### src/rtl/core/tdpt_pkg.sv
// ----------------------------------------------------------------------------
// tdpt_pkg
// shared state type and state codes for the trial division primality test core
// ----------------------------------------------------------------------------
package tdpt_pkg;

   typedef logic [1:0] state_type;

   localparam state_type ST_IDLE  = 2'd0;
   localparam state_type ST_DIV   = 2'd1;
   localparam state_type ST_CHECK = 2'd2;
   localparam state_type ST_FIN   = 2'd3;

endpackage

### src/rtl/core/trial_division_primality_test_core.sv
// 0, 1, 2 and even values are settled without dividing; otherwise k odd trial divisors
// are tried in turn from three (k up to about 2^(VALUE_WIDTH/2 - 1)), and
// each divisor costs one bit-serial restoring division
// throughput: one value at a time, the next transfer is taken once the result is staged
// reset: synchronous, active high, clears control state only
// ----------------------------------------------------------------------------
// trial_division_primality_test_core
// tests one unsigned value for primality by trial division with odd divisors,
// computing value / d and value % d one quotient bit per cycle
// ----------------------------------------------------------------------------
module trial_division_primality_test_core #(
   parameter int VALUE_WIDTH = 32
) (
   input  logic                   clock,
   input  logic                   reset,
   input  logic                   req_valid,
   output logic                   req_ready,
   input  logic [VALUE_WIDTH-1:0] req_value,
   output logic                   rsp_valid,
   input  logic                   rsp_ready,
   output logic                   rsp_is_prime
);

   localparam int CNT_W = $clog2(VALUE_WIDTH);

   tdpt_pkg::state_type    state_ff, state_in;
   logic [VALUE_WIDTH-1:0] val_ff, val_in;
   logic [VALUE_WIDTH-1:0] div_ff, div_in;
   logic [VALUE_WIDTH-1:0] rem_ff, rem_in;
   logic [VALUE_WIDTH-1:0] shr_ff, shr_in;
   logic [CNT_W-1:0]       cnt_ff, cnt_in;
   logic                   res_ff, res_in;
   logic                   rsp_valid_ff, rsp_valid_in;
   logic                   rsp_prime_ff, rsp_prime_in;

   logic [VALUE_WIDTH:0]   rem_shift;
   logic                   fits;

   // one restoring division step: bring in the next dividend bit, subtract if it fits
   assign rem_shift = {rem_ff, shr_ff[VALUE_WIDTH-1]};
   assign fits      = rem_shift >= {1'b0, div_ff};

   assign req_ready    = (state_ff == tdpt_pkg::ST_IDLE);
   assign rsp_valid    = rsp_valid_ff;
   assign rsp_is_prime = rsp_prime_ff;

   always_comb begin
      state_in     = state_ff;
      val_in       = val_ff;
      div_in       = div_ff;
      rem_in       = rem_ff;
      shr_in       = shr_ff;
      cnt_in       = cnt_ff;
      res_in       = res_ff;
      rsp_valid_in = rsp_valid_ff;
      rsp_prime_in = rsp_prime_ff;

      if (rsp_valid_ff && rsp_ready) begin
         rsp_valid_in = 1'b0;
      end

      case (state_ff)
         tdpt_pkg::ST_IDLE: begin
            if (req_valid) begin
               val_in = req_value;
               div_in = VALUE_WIDTH'(3);
               rem_in = '0;
               shr_in = req_value;
               cnt_in = CNT_W'(VALUE_WIDTH - 1);
               if (req_value[VALUE_WIDTH-1:1] == '0) begin
                  res_in   = 1'b0;
                  state_in = tdpt_pkg::ST_FIN;
               end else if (req_value == VALUE_WIDTH'(2)) begin
                  res_in   = 1'b1;
                  state_in = tdpt_pkg::ST_FIN;
               end else if (!req_value[0]) begin
                  res_in   = 1'b0;
                  state_in = tdpt_pkg::ST_FIN;
               end else begin
                  state_in = tdpt_pkg::ST_DIV;
               end
            end
         end
         tdpt_pkg::ST_DIV: begin
            // quotient bits shift in from the bottom as dividend bits leave the top
            rem_in = fits ? VALUE_WIDTH'(rem_shift - {1'b0, div_ff})
                          : rem_shift[VALUE_WIDTH-1:0];
            shr_in = {shr_ff[VALUE_WIDTH-2:0], fits};
            cnt_in = cnt_ff - CNT_W'(1);
            if (cnt_ff == '0) begin
               state_in = tdpt_pkg::ST_CHECK;
            end
         end
         tdpt_pkg::ST_CHECK: begin
            // shr_ff now holds value / d, rem_ff holds value % d
            if (div_ff > shr_ff) begin
               res_in   = 1'b1;
               state_in = tdpt_pkg::ST_FIN;
            end else if (rem_ff == '0) begin
               res_in   = 1'b0;
               state_in = tdpt_pkg::ST_FIN;
            end else begin
               div_in   = div_ff + VALUE_WIDTH'(2);
               rem_in   = '0;
               shr_in   = val_ff;
               cnt_in   = CNT_W'(VALUE_WIDTH - 1);
               state_in = tdpt_pkg::ST_DIV;
            end
         end
         tdpt_pkg::ST_FIN: begin
            if (!rsp_valid_ff || rsp_ready) begin
               rsp_valid_in = 1'b1;
               rsp_prime_in = res_ff;
               state_in     = tdpt_pkg::ST_IDLE;
            end
         end
         default: begin
            state_in = tdpt_pkg::ST_IDLE;
         end
      endcase
   end

   always_ff @(posedge clock) begin
      if (reset) begin
         state_ff     <= tdpt_pkg::ST_IDLE;
         rsp_valid_ff <= 1'b0;
      end else begin
         state_ff     <= state_in;
         rsp_valid_ff <= rsp_valid_in;
      end
   end

   always_ff @(posedge clock) begin
      val_ff       <= val_in;
      div_ff       <= div_in;
      rem_ff       <= rem_in;
      shr_ff       <= shr_in;
      cnt_ff       <= cnt_in;
      res_ff       <= res_in;
      rsp_prime_ff <= rsp_prime_in;
   end

   // divisor is always odd and at least three while dividing
   a_div_odd: assert property (@(posedge clock) disable iff (reset)
      state_ff == tdpt_pkg::ST_DIV |-> div_ff[0] && div_ff >= VALUE_WIDTH'(3))
      else $error("trial divisor not odd or below three");

   // partial remainder stays below the divisor
   a_rem_range: assert property (@(posedge clock) disable iff (reset)
      state_ff == tdpt_pkg::ST_DIV |-> rem_ff < div_ff)
      else $error("partial remainder out of range");

   // a request transfer always starts work
   a_req_start: assert property (@(posedge clock) disable iff (reset)
      req_valid && req_ready |=> state_ff != tdpt_pkg::ST_IDLE)
      else $error("request transfer did not start a test");

   // a result is only staged from the finish state
   a_rsp_src: assert property (@(posedge clock) disable iff (reset)
      !rsp_valid_ff ##1 rsp_valid_ff |-> $past(state_ff) == tdpt_pkg::ST_FIN)
      else $error("result staged outside finish state");

endmodule
### config.mk
export PLATFORM = sky130hd
export DESIGN_NAME = trial_division_primality_test_core
export DESIGN_NICKNAME = d
export VERILOG_FILES = /design/src/rtl/core/tdpt_pkg.sv /design/src/rtl/core/trial_division_primality_test_core.sv
export SDC_FILE = /design/constraint.sdc
export NUM_CORES = 1
export LEC_CHECK = 0
export BUFFER_PORTS_ARGS = -buffer_cell sky130_fd_sc_hd__buf_4
export CAP_MARGIN = 20
export CORE_UTILIZATION = 26
export CTS_BUF_LIST = sky130_fd_sc_hd__clkbuf_8
export CTS_CLUSTER_DIAMETER = 40
export DETAILED_ROUTE_END_ITERATION = 10
export SETUP_SLACK_MARGIN = 0.2
export SLEW_MARGIN = 30
export SYNTH_ARGS = -nofsm -noshare
export SYNTH_HDL_FRONTEND = slang
export SYNTH_SLANG_ARGS = --single-unit
### constraint.sdc
create_clock -name clock -period 7.2 [get_ports clock]
set_input_delay 0.36 -clock clock [delete_from_list [all_inputs] [get_ports clock]]
set_output_delay 0.36 -clock clock [all_outputs]
set_load 0.01 [all_outputs]
=== After elaboration in Yosys (flattened, before gate mapping) ===
Cells that the tools add are included.

* $lt $le $gt $ge: 2
* Multiplexer cells: 36
* Equal/unequal tests: 11
* Add/subtract/negate cells: 3
* Reductions and logical operators: 15

{| class="wikitable"
|+ Operators with widths
! operator !! count
|-
| 32-bit two-way mux || 10
|-
| 32-bit one-hot mux with 3 select lines || 2
|-
| 32-bit one-hot mux with 2 select lines || 1
|-
| 33-bit by 32-bit greater-or-equal comparator with 1-bit output || 1
|-
| 32-bit by 2-bit adder with 32-bit output (second input constant) || 1
|-
| 32-bit by 2-bit equality test with 1-bit output (second input constant) || 1
|-
| 32-bit > comparator || 1
|-
| 32-bit logical NOT || 1
|-
| 32-bit subtractor || 1
|-
| 31-bit logical NOT || 1
|-
| 2-bit two-way mux || 8
|-
| 5-bit two-way mux || 3
|-
| 5-bit one-hot mux with 3 select lines || 1
|-
| 4-bit AND reduction || 3
|-
| 2-bit inequality test (second input constant) || 5
|-
| 1-bit two-way mux || 9
|-
| 2-bit one-hot mux with 4 select lines || 1
|-
| 5-bit logical NOT || 1
|-
| 5-bit by 1-bit subtractor with 5-bit output (second input constant) || 1
|-
| 2-bit equality test (second input constant) || 2
|-
| 4-bit by 2-bit inequality test with 1-bit output (second input constant) || 1
|-
| 2-bit AND reduction || 2
|-
| 3-bit inequality test (second input constant) || 1
|-
| 3-bit AND reduction || 1
|-
| 8 further kinds || 8
|}

* Input bits: 36
* Logic and storage cells: 76
* Register bits: 138
* Output and inout port bits: 3

=== Logic depth before layout (Yosys ltp) ===
Gate-level depths: netlist (run 1).

* Word-level depth: 5
* Gate-level depth with buffers: 14
* Gate-level depth less buffers: 11

=== Worst setup path before layout (run 1) ===
OpenSTA, ideal clock, no wires.

* Kind: reg-to-reg
* From: register div_ff[17]
* To: register cnt_ff[0], enable pin
* Cell stages (with the launch flop): 11
* Data arrival time: 4.883 ns
* Period minus slack after synthesis: 5.379 ns
* Buffers on the path: 0
* Setup time: 0.497 ns
* Data required time: 6.703 ns
* Path slack: 1.821 ns
* Path through: edfxtp_1 -> ha_1 -> a21o_1 -> a21o_1 -> a21oi_1 -> o21ai_0 -> a21o_1 -> a22o_1 -> o21ai_0 -> o21ai_0 -> nor2_1

* Longest elaborated chain between the ends: 3

{| class="wikitable"
|+ RTL lines
! element !! line !! RTL
|-
| from (decl) || trial_division_primality_test_core.sv:28 || <nowiki>logic [VALUE_WIDTH-1:0] div_ff, div_in;</nowiki>
|-
| from (signal assigned) || trial_division_primality_test_core.sv:135 || <nowiki>div_ff <= div_in;</nowiki>
|-
| 32-bit > comparator || trial_division_primality_test_core.sv:96 || <nowiki>if (div_ff > shr_ff) begin</nowiki>
|-
| 2-bit inequality test (no source line) || n/a ||
|-
| 4-bit AND reduction (no source line) || n/a ||
|-
| to (signal assigned) || trial_division_primality_test_core.sv:138 || <nowiki>cnt_ff <= cnt_in;</nowiki>
|-
| to (decl) || trial_division_primality_test_core.sv:31 || <nowiki>logic [CNT_W-1:0] cnt_ff, cnt_in;</nowiki>
|}

No other way between the ends.
A chain may end at the register's enable or synchronous reset.

=== Worst setup path in the final report (run 1) ===
* From: register div_ff[9]
* To: register rem_ff[3], enable pin

* Longest elaborated chain between the ends: 3

{| class="wikitable"
|+ RTL lines
! element !! line !! RTL
|-
| 32-bit > comparator || trial_division_primality_test_core.sv:96 ||
|-
| 2-bit inequality test (no source line) || n/a ||
|-
| 4-bit AND reduction (no source line) || n/a ||
|-
| to (signal assigned) || trial_division_primality_test_core.sv:136 || <nowiki>rem_ff <= rem_in;</nowiki>
|-
| to (decl) || trial_division_primality_test_core.sv:29 || <nowiki>logic [VALUE_WIDTH-1:0] rem_ff, rem_in;</nowiki>
|}

No other way between the ends.

==> results of run 1 <==
kinds of logic (layout without fill, tap and decap cells):
group / count (synthesis) / after routing / share of synthesized area, %
compound gates: 241 / 241 / 17.6
xor+xnor: 51 / 51 / 5.02
fa+ha+maj: 70 / 70 / 9.93
buf+inv: 114 / 153 / 5.08
flops: 137 / 137 / 45.9
simple gates: 296 / 296 / 16.5
metal layers:
metal	vias up	GRT usage (%)	routed length, um
met4	0	3.50	270
met1	3247	16.7	10100
met5	-	0	0
li1	3398	-	-
met2	187	20.5	10100
met3	19	2.33	990
worst max-delay path, delay by kind of cell (launching register included):
| kind | cells | cell delay (ns) |
|---|---|---|
| DFF | 1 | 0.46 |
| buffers and inverters | 1 | 0.53 |
| adders and majority gates | 1 | 0.36 |
| AOI/OAI and AO/OA | 3 | 0.76 |
| and+or+nand+nor | 4 | 1.22 |
layout make-up:
class                           count  share of cell area (%)
Clock buffer                       17                    2.32
Clock inverter                     15                    1.39
Inverter                           75                    2.80
Multi-Input combinational cell    658                    43.7
Sequential cell                   137                    40.6
Tap cell                          448                    5.57
Timing Repair Buffer               46                    3.63
state kept, by name, summed over array words and instances (netlist names):
register and cells:
rem_ff 32, val_ff 32, div_ff 31, state_ff 2, res_ff 1, rsp_is_prime 1
cnt_ff 5, shr_ff 32, rsp_valid 1
placed cells by master, fill, tap and decap left out, types with 3 or more instances in the layout:
cell type   netlist  layout
edfxtp_1        134     134
a21oi_1          92      92
nand2_1          79      79
inv_1            75      75
ha_1             69      66
nor2_1           65      62
buf_4             2      45
xnor2_1          44      44
a22oi_1          32      32
a21o_1           31      31
and2_1           30      30
nand3_1          25      25
nand4_1          24      24
o21ai_0          22      22
nor4_1           21      21
clkbuf_8          0      17
a211oi_1         14      14
nor3_1           12      12
or3_1             9       9
nor2b_1           8       8
and3_1            8       8
xor2_1            7       7
o21a_1            6       6
a31oi_1           6       6
inv_6             0       6
clkinvlp_4        0       4
a21oi_2           3       3
nor2_2            1       3
nor3b_1           3       3
a21boi_0          3       3
or2_2             3       3
o21bai_1          3       3
dfxtp_1           3       3
stage by stage:
step / instance area (sq um) / utilization, %
2_1_floorplan: 8890 / -
3_3_place_gp: 9650 / 28.7
3_5_place_dp: 9680 / 28.8
4_1_cts: 10100 / 29.9
5_1_grt: 10100 / 29.9
6_report: 10100 / 29.9
final timing paths:
check	end	depth (start not counted)
worst max-delay path	rem_ff[3]	9
worst min register to register	rsp_is_prime	0
worst max register to register	rem_ff[3]	9
worst min-delay path	state_ff[0]	2
==> results.toml, run 1 <==
[outcome]
outcome = "finished, final reports clean"

[clocking]
cts_tree = "yes"
cts.path.max_buffers = 2
numCtsBuffers = 17
hold_buffers = 0
clkTransAtPathRegs_ns = 0.09
cts-resized-gates = 0
clock_latency_ns = 0.45
cts_max_level = 4
clock-sinks = 137
post_cts_buffers = 0
cts-root-buf = "clkbuf_8"

[global_route]
grt_usage_pct = 12.5
grt_pass1_wl_mm = 35.3
antenna_found_initial = 0
overflow = 0
grt_pass1_vias = 6765
grt_max_degree = 69

[floorplan]
floorplan.initialDensity_pct = 26.5
dieHeight_um = 187
core_area_sq_mm = 0.0336
die_x_um = 187
row_count = 67
io_pins = 39
dieArea_sq_mm = 0.0350

[critical_path]
crit_type = "register to register"
worstPathCellList = "ha_1, nand4_1, nor4_1, nand2_1, a22o_1, o21ai_0, o21ai_0, nor2_4, buf_4"
path_max_fanout = 37
setup.worst_path.start_class = "register"
cp_slowest_stage_delay_ns = 0.53
r2r_slack_ns = 3.48
cpMaxStageDelayCell = "nor4_1"
reg2reg_from = "div_ff[9]"
worstPathArrival_ns = 3.80
critPathMostFrequentCell = "o21ai_0"
crit_path_start = "div_ff[9]"
endpoint_kind = "register"
cp.required_ns = 7.28

[sta]
period_share_pct = 51.7
layout_setup_ws_ns = 3.48
period_needed_ns = 3.73
fin_skew_ns = 0.0153
tightest_slew_ns = 0.672
rsz0062_at_grt = "no"
clock.fmax_mhz = 268
final-setup-viol-count = 0
worst_hold_slack_ns = 0.0883
max-slew-margin-rel_pct = 55.2
final_max_slew_viol_count = 0
totalNegativeSetupSlack_ns = 0
finalHoldViolations = 0

[worst_hold_path]
hp-start = "reset"
min_path_type = "input port to register"

[synthesis]
ys_warn_count = 0
synth_area_leaders = "edfxtp_1 45%, ha_1 9.7%, a21oi_1 5.2%, xnor2_1 4.3%, nand2_1 3.3%"
synth_edf_count = 134
synth_area_sq_mm = 0.00889
yosys-top-cells-count = "134 x edfxtp_1, 92 x a21oi_1, 79 x nand2_1, 75 x inv_1, 69 x ha_1"
yosys.area.top_type_share_pct = 45.2
synth_nets = 1015
synth.distinct_cells = 62
syn_avg_cell_area_sq_um = 9.78
synth_most_common_cell = "edfxtp_1"
synth_top_flop_cell = "edfxtp_1"
synthCells = 909
synth.yosys.seq_area_share_pct = 45.9
yosysTopAreaCell = "edfxtp_1"
ys_async_sr_fraction_pct = 0
synth-seq-cells = 137

[route]
drcViolationCount = 0
route.vias.total = 6851
via_per_inst = 4.91
postRouteAntennaNets = 0
drt_first_pass_iters = 5
wl_per_cell_um = 15.4
drtIter0Drc = 395
wirelength_mm = 21.4

[finish]
ff_latch_area_sq_mm = 0.00408
antennaDiodeCount = 0
fillCellCount = 3479
syn_to_final_growth_pct = 13.2
multi_input_area_sq_mm = 0.00440
stdcell_count = 1396
nets = 1041
drive_gt1_share_pct = 10.5

[placed_design]
dp_hpwl_mm = 15.6
gp_congestion = 0.842
dp_slack_ns = 3.38
dp_cells = 1364
port_buffers = 38

[flow_run]
maxCapViolCount = 0
Power of run 1 is not shown: default switching activity piles up to over one toggle a cycle in this logic, so the estimate is an artifact.
==> run 2, diff against run 1 <==
clock period = 3.5 ns   (was 7.2 ns; I/O delays follow)
==> results.toml, run 2 (synthesized netlist as in run 1, its figures left out) <==
[outcome]
outcome = "finished, final reports clean"

[placed_design]
dp_cells = 1373
dp_hpwl_mm = 15.7
port_buffers = 38
gp_congestion = 0.870

[sta]
finalHoldViolations = 0
fin_skew_ns = 0.0133
final_max_slew_viol_count = 0
final-setup-viol-count = 0
worst_hold_slack_ns = 0.0957
period_needed_ns = 3.18
period_share_pct = 90.8
tightest_slew_ns = 0.661
max-slew-margin-rel_pct = 55.9
clock.fmax_mhz = 315
totalNegativeSetupSlack_ns = 0
rsz0062_at_grt = "yes"

[clocking]
clkTransAtPathRegs_ns = 0.09
clock-sinks = 137
cts_tree = "yes"
cts.path.max_buffers = 2
cts_max_level = 4
numCtsBuffers = 17
cts-root-buf = "clkbuf_8"
clock_latency_ns = 0.44

[finish]
syn_to_final_growth_pct = 18.7
stdcell_count = 1442
fin_util_pct = 31.4
antennaDiodeCount = 0
layout_commonest_cell = "edfxtp_1"
layout_common_cells = "134 x edfxtp_1, 92 x a21oi_1, 79 x nand2_1"
nets = 1088
drive_gt1_share_pct = 12.0
reg_top3 = "rem_ff x32, shr_ff x32, val_ff x32"

[worst_hold_path]
hold_depth = 4
min_path_type = "input port to register"
min_to = "rsp_valid"
hp-start = "rsp_ready"

[global_route]
grt_usage_pct = 12.5
overflow = 0
grt_pass1_wl_mm = 35.3
grt_max_degree = 52
grt_pass1_vias = 7005
antenna_found_initial = 0

[floorplan]
floorplan.initialDensity_pct = 26.5
dieArea_sq_mm = 0.0350
dieHeight_um = 187
row_count = 67
core_area_sq_mm = 0.0336
io_pins = 39
die_x_um = 187

[critical_path]
cpMaxStageDelayCell = "edfxtp_1"
r2r_slack_ns = 0.32
cp_slowest_stage_delay_ns = 0.44
r2r-end = "rem_ff[28]"
worstPathCellList = "inv_1, ha_1, a211o_1, a21oi_2, nor3_1, o41ai_2, a21oi_2, nor2_2, o21a_4, nor4b_1, a311o_1"
reg2reg_depth = 11
path_max_fanout = 6
reg2reg_from = "div_ff[1]"
critPathMostFrequentCell = "a21oi_2"
worstPathArrival_ns = 3.37
endpoint_kind = "register"
crit_type = "register to register"
setup.worst_path.start_class = "register"
cp.required_ns = 3.69

[route]
route.vias.total = 7039
postRouteAntennaNets = 0
via_per_inst = 4.88
wirelength_mm = 21.9
drcViolationCount = 0
drt_first_pass_iters = 5
drtIter0Drc = 379
wl_per_cell_um = 15.2

[flow_run]
maxCapViolCount = 0
-- run 2: how the worst max path moves through the flow --
stage / startpoint / end
finish: div_ff[1] / rem_ff[28]
global route: div_ff[7] / rem_ff[10]
CTS: div_ff[7] / rem_ff[9]
detailed placement: div_ff[7] / rem_ff[9]
global placement: rem_ff[5] / rem_ff[17]
floorplan: div_ff[17] / cnt_ff[0]
-- run 2: cell type report --
cell class	instances	area, sq um
flip-flops and latches	137	4080
fillers	3471	23100
clock buffers	17	234
clock inverters	14	159
repair buffers	92	823
multi-input cells	659	4420
well taps	448	561
inverters	75	282
-- run 2: what timing repair did --
item | CTS | global route
endpoints found under the hold margin | 35 | 0
buffers inserted | 0 | 4
hold buffers | 33 | 0
resized for setup | 0 | 3
setup endpoints to repair | 0 | 25
-- run 2: metrics by stage --
step	worst slack (ns)	instance area, sq um
floorplan	0.203	8910
detailed placement	0.240	9770
finish	0.322	10600
CTS	0.210	10500
global placement	0.364	9770
global route	0.179	10600
-- run 2: critical path, delay by kind of cell, from the launching register on --
family / cells / cell delay, ns
buf+inv: 1 / 0.19
simple gates: 3 / 0.44
compound gates: 6 / 1.57
fa+ha+maj: 1 / 0.29
flops: 1 / 0.44
-- run 2: metal layers --
layer	part of all wire [%]	vias up	track usage, %
met5	0	-	0
met4	0.75	0	3.12
met3	4.3	15	2.18
met2	49	192	21.4
met1	46	3351	16.2
li1	-	3481	-
Power of run 2 is left out for the same reason.
==> run 3, diff against run 2 <==
MAX_ROUTING_LAYER = met4   (was default)
==> results.toml, run 3 (synthesized netlist as in run 1, its figures left out) <==
[clocking]
numCtsBuffers = 17
clkTransAtPathRegs_ns = 0.09
clock_latency_ns = 0.45
cts_max_level = 4
clock-sinks = 137
cts_tree = "yes"
cts.path.max_buffers = 2
cts-root-buf = "clkbuf_8"

[finish]
antennaDiodeCount = 0
layout_commonest_cell = "edfxtp_1"
nets = 1088
syn_to_final_growth_pct = 18.7
layout_common_cells = "134 x edfxtp_1, 92 x a21oi_1, 79 x nand2_1"
drive_gt1_share_pct = 12.0
reg_top3 = "rem_ff x32, shr_ff x32, val_ff x32"

[sta]
finalHoldViolations = 0
period_share_pct = 90.9
max-slew-margin-rel_pct = 55.2
period_needed_ns = 3.18
tightest_slew_ns = 0.671
rsz0062_at_grt = "yes"
final_max_slew_viol_count = 0
final-setup-viol-count = 0
clock.fmax_mhz = 314
totalNegativeSetupSlack_ns = 0
fin_skew_ns = 0.0139

[floorplan]
row_count = 67
dieHeight_um = 187
floorplan.initialDensity_pct = 26.5
die_x_um = 187
dieArea_sq_mm = 0.0350
io_pins = 39
core_area_sq_mm = 0.0336

[placed_design]
dp_hpwl_mm = 15.7
gp_congestion = 0.884
port_buffers = 38

[worst_hold_path]
hp-start = "rsp_ready"
hold_depth = 4
min_path_type = "input port to register"

[critical_path]
crit_path_start = "div_ff[1]"
path_max_fanout = 6
reg2reg_depth = 11
endpoint_kind = "register"
cp.required_ns = 3.70
crit_type = "register to register"
worstPathArrival_ns = 3.38
reg2reg_from = "div_ff[1]"
r2r_slack_ns = 0.32
setup.worst_path.start_class = "register"

[outcome]
outcome = "finished, final reports clean"

[global_route]
antenna_found_initial = 0
grt_pass1_vias = 7002
grt_pass1_wl_mm = 35.3
grt_max_degree = 52
overflow = 0
grt_usage_pct = 12.9

[route]
drcViolationCount = 0
via_per_inst = 4.86
route.vias.total = 7001
postRouteAntennaNets = 0
drtIter0Drc = 379
wirelength_mm = 21.8
wl_per_cell_um = 15.1
drt_first_pass_iters = 5

[flow_run]
maxCapViolCount = 0
-- run 3: cell counts in the layout (fill, tap and decap cells not counted) --
No cell type changed its count.
-- run 3: worst paths after layout --
kind	endpoint
max	rem_ff[28]
min	rsp_valid
max reg2reg	rem_ff[28]
min reg2reg	rsp_is_prime
-- run 3: layer usage --
metal,vias to the layer above,share of wire (%),GRT usage [%]
met4,0,0.99,3.12
li1,3489,-,-
met5,-,0,-
met1,3325,47,16.3
met2,166,49,21.4
met3,21,3.7,2.10
-- run 3: layout make-up --
cell class | instances | area [sq um]
clock buffer | 17 | 234
clock inverter | 14 | 159
timing repair buffer | 92 | 823
sequential | 137 | 4080
multi-input combinational | 659 | 4420
tap | 448 | 561
fill | 3471 | 23100
inverter | 75 | 282
-- run 3: timing repair --
action,CTS,global route
hold buffers,33,0
setup buffers,0,4
endpoints found under the setup margin,0,25
hold endpoints to repair,35,0
resized for setup,0,3
-- run 3: critical path, stage by stage (launching register included) --
cell	delay, ns
edfxtp_1	0.44
inv_1	0.19
ha_1	0.29
a211o_1	0.32
a21oi_2	0.17
nor3_1	0.08
o41ai_2	0.34
a21oi_2	0.17
nor2_2	0.30
o21a_4	0.23
nor4b_1	0.06
a311o_1	0.35
-- run 3: stage by stage --
stage | std cells | worst slack (ns) | util [%] | hold slack (ns) | area [sq um]
global placement | 1373 | 0.364 | 29.1 | 0.372 | 9770
detailed placement | 1373 | 0.240 | 29.1 | 0.373 | 9770
global route | 1442 | 0.179 | 31.4 | 0.0866 | 10600
floorplan | 909 | 0.203 | - | 0.247 | 8910
finish | 1442 | 0.319 | 31.4 | 0.0881 | 10600
CTS | 1437 | 0.210 | 31.2 | 0.0868 | 10500
Power of run 3 is left out for the same reason.
